### config.mk
export PLATFORM = sky130hd
export DESIGN_NAME = dmcs_ram
export DESIGN_NICKNAME = d
export VERILOG_FILES = /design/src/rtl/dmcs_ram.sv
export SDC_FILE = /design/constraint.sdc
export NUM_CORES = 1
export LEC_CHECK = 0
export BUFFER_PORTS_ARGS = -buffer_cell sky130_fd_sc_hd__buf_2
export CAP_MARGIN = 10
export CORE_MARGIN = 2
export CORE_UTILIZATION = 40
export CTS_CLUSTER_SIZE = 8
export DETAILED_ROUTE_END_ITERATION = 16
export PLACE_DENSITY_LB_ADDON = 0.05
export SETUP_SLACK_MARGIN = 0.5
export SLEW_MARGIN = 20
export SYNTH_ARGS = -nofsm -noshare
export SYNTH_HDL_FRONTEND = slang
export SYNTH_SLANG_ARGS = --single-unit
### constraint.sdc
create_clock -name clk -period 2.4 [get_ports clk]
set_input_delay 0.12 -clock clk [delete_from_list [all_inputs] [get_ports clk]]
set_output_delay 0.12 -clock clk [all_outputs]
set_load 0.005 [all_outputs]
### src/rtl/dmcs_ram.sv
// ----------------------------------------------------------------------------
// dmcs_ram
// Generic single-write, single-read RAM with registered read data.
// ----------------------------------------------------------------------------
module dmcs_ram #(
  parameter int WIDTH = 32,
  parameter int DEPTH = 32,
  localparam int AW   = (DEPTH > 1) ? $clog2(DEPTH) : 1
) (
  input  logic             clk,
  input  logic             we,
  input  logic [AW-1:0]    waddr,
  input  logic [WIDTH-1:0] wdata,
  input  logic [AW-1:0]    raddr,
  output logic [WIDTH-1:0] rdata
);

  logic [WIDTH-1:0] mem [DEPTH];

  always_ff @(posedge clk) begin
    if (we) begin
      mem[waddr] <= wdata;
    end
    rdata <= mem[raddr];
  end

endmodule

==> impl_metrics.ini <==
[job]
cap_viol_max_count = 0

[sta]
finalCritPeriodShare = 0.771
setup_tns_ns = 0
layout_min_cycle_time_ns = 1.85
rsz0062_at_grt = no
maxSlewHeadroom = 0.528
fmax_mhz = 541
holdWs_ns = 0.0929
setup_viol = 0
worst_slew_pin_slew_ns = 0.708
skew_ns = 0.0260
finalHoldViolCount = 0
slew_violations = 0

[layout]
num-fill-cells = 8500
area.sequential_sq_um = 31400
fin_util = 0.481
area_growth_pct = 19.1
final_layout_size_suffix_gt1_frac = 0.158
multi_input_area_sq_um = 8610
fin_nets = 2575
final_cell_area_sq_um = 48200

[setup_path]
crit_path_max_incr_delay_ns = 0.56
cp-end-kind = register
arrival_ns = 2.43
cpMostUsedCell = buf_12
r2r_end = rdata[4]
startpoint_type = input port
cp_slowest_cell = dlygate4sd3_1
path_cells = dlygate4sd3_1 -> buf_8 -> buf_12 -> buf_12 -> mux2i_1 -> a22o_1 -> nor3_1 -> a31oi_1 -> nand3_1
critPathBufInv = 4
critical_path_peak_fanout = 30
reg2reg_depth = 5
crit_family = buffers and inverters
worst-r2r-setup-slack_ns = 1.00
setup.worst_path.class = in -> reg
r2r-start = mem[4][4]
crit_required_ns = 2.98

[placed_design]
dpl.hpwl_um = 64700
placed_area_sq_um = 43600
place.gp.congestion = 0.761
io_buffer_count = 75

[worst_hold_path]
min_to = rdata[27]
hold_path_class = in -> reg
holdPathStages = 6
hp-start = raddr[1]

[global_route]
grt_pass1_vias = 21996
globalRouteOverflowTotal = 0
track_usage = 0.220
grt_start_max_net_pins = 64
grt_pass1_wl_um = 161000
antenna_found_initial = 3

[synthesis]
synth_area_sq_um = 40500
yosys.area.top_type = edfxtp_1
synth_top_cell_area_share = 0.760
synth_nets = 2304
ys_ff_latch = 1056
synth.area.top_cells = edfxtp_1 76%, mux2i_1 13%, a22oi_1 1.8%, dfxtp_1 1.6%, a22o_1 1.4%
ys_seq_area_frac = 0.775
avgSynthCellArea_sq_um = 17.9
yosysWarnings = 0
syn-instance-count = 2260
yosys.cell_types.count = 25

[cts]
clock_latency_ns = 0.72
post_cts_buffers = 0
numCtsBuffers = 150
cts.htree.levels = 4
clk_pin_slew_ns = 0.05
cts_tree = yes
clockBufferDepth = 3
cts_root_buf = clkbuf_16
clock-sinks = 1056

[die]
row_count = 116
coreArea_sq_um = 100000
dieArea_sq_um = 104000
initial_utilization = 0.404
fp.dieW_um = 322
io_pins = 76
fp.dieH_um = 322

[pwr]
peakVddDrop_uv = 606
power_density_nw_per_um2 = 871
p_leak_uw = 0.0169
power.total_uw = 42000

[outcome]
status = finished clean

[routing]
routed_wirelength_um = 113000
remaining_drc_errors = 0
dr.pass1.iters = 5
wl_per_cell_um = 28.8
via_per_inst = 5.50
drtIter0Drc = 1827
vias = 21572
ant_nets = 0
-- how the worst max path moves through the flow --
stage                        start   endpoint  slack [ns]  depth (start not counted)
after floorplan           waddr[3]  mem[1][0]        0.05                          2
after global placement    raddr[0]   rdata[6]        0.42                          8
after detailed placement  raddr[0]   rdata[9]        0.44                          8
after CTS                 raddr[0]   rdata[9]        0.62                          9
after global routing      raddr[0]  rdata[26]        0.50                          9
final                     raddr[0]   rdata[4]        0.55                          9
-- routing by layer --
metal	share of wire	track usage	routed length, um	vias up
li1	-	-	-	9532
met1	0.46	0.312	52300	11407
met2	0.48	0.356	54300	472
met3	0.039	0.0348	4380	157
met4	0.020	0.0585	2230	4
met5	0.00020	0	23	-
-- registers in the layout, summed over array words and instances (netlist names) --
register,flops
rdata,32
mem,1024
-- cells by family (layout without fill, tap and decap cells) --
kind of cell / after synthesis / count (layout) / synth area share
AOI/OAI and AO/OA: 288 / 288 / 0.0485
buffers and inverters: 127 / 493 / 0.0186
muxes: 512 / 512 / 0.127
DFF: 1056 / 1056 / 0.775
and+or+nand+nor: 277 / 277 / 0.0310
other: 0 / 1 / 0
-- metrics by stage --
stage	instances	setup WS (ns)
after global placement	3643	0.419
after global routing	3925	0.504
final	3925	0.550
after floorplan	2260	0.0504
after detailed placement	3643	0.435
after CTS	3924	0.623
-- layout by cell type, fill, tap and decap left out, types with 2 or more instances in the layout --
cell type and n:
dlygate4sd3_1 34, dfxtp_1 32, a31oi_1 32, buf_12 42, a22o_1 64, buf_2 74
nand2b_2 2, buf_4 93, nand3_1 98, nor2_4 33, nand2_1 97, or3b_2 3
edfxtp_1 1024, mux2i_1 512, a22oi_1 96, nor3_1 32, a21oi_1 96, clkbuf_16 156
nand3b_1 5, clkbuf_1 88
-- where the power goes --
| group | total (uW) | internal (uW) | switching [uW] |
|---|---|---|---|
| clock | 19200 | 11900 | 7350 |
| combinational | 2100 | 737 | 1370 |
| sequential | 20600 | 20500 | 98.5 |
-- timing repair --
action | in CTS | in global routing
hold endpoints to repair | 1026 | 0
setup endpoints to repair | 0 | 3
gates resized for setup | 0 | 2
hold buffers | 34 | 0
-- final cells by class --
cell class / instances / area share
clock buffers: 244 / 0.0878
clock inverters: 3 / 0.000701
diodes: 1 / 0.0000519
well taps: 1298 / 0.0337
repair buffers: 246 / 0.0478
multi-input cells: 1077 / 0.179
flip-flops and latches: 1056 / 0.651
-- cells in the mapped netlist --
master,instances
nand2_1,98
nand2b_1,2
mux2i_1,512
dfxtp_1,32
a22oi_1,96
or2_2,1
buf_2,26
buf_1,5
a22o_1,64
edfxtp_1,1024
clkbuf_4,2
buf_4,33
nand3b_1,5
or3_1,1
clkbuf_1,46
nor2_1,34
nand3_1,98
and2b_1,1
nor3_1,32
buf_6,15
and2_1,1
a21oi_1,96
or3b_2,3
a31oi_1,32
nor2b_1,1
-- worst min-delay path, cell delays in order --
cell	delay, ns
buf_2	0.17
nor2_4	0.06
buf_12	0.15
nand2_1	0.07
a31oi_1	0.09
nand3_1	0.09
No activity file was read; power rests on OpenSTA's default activity.
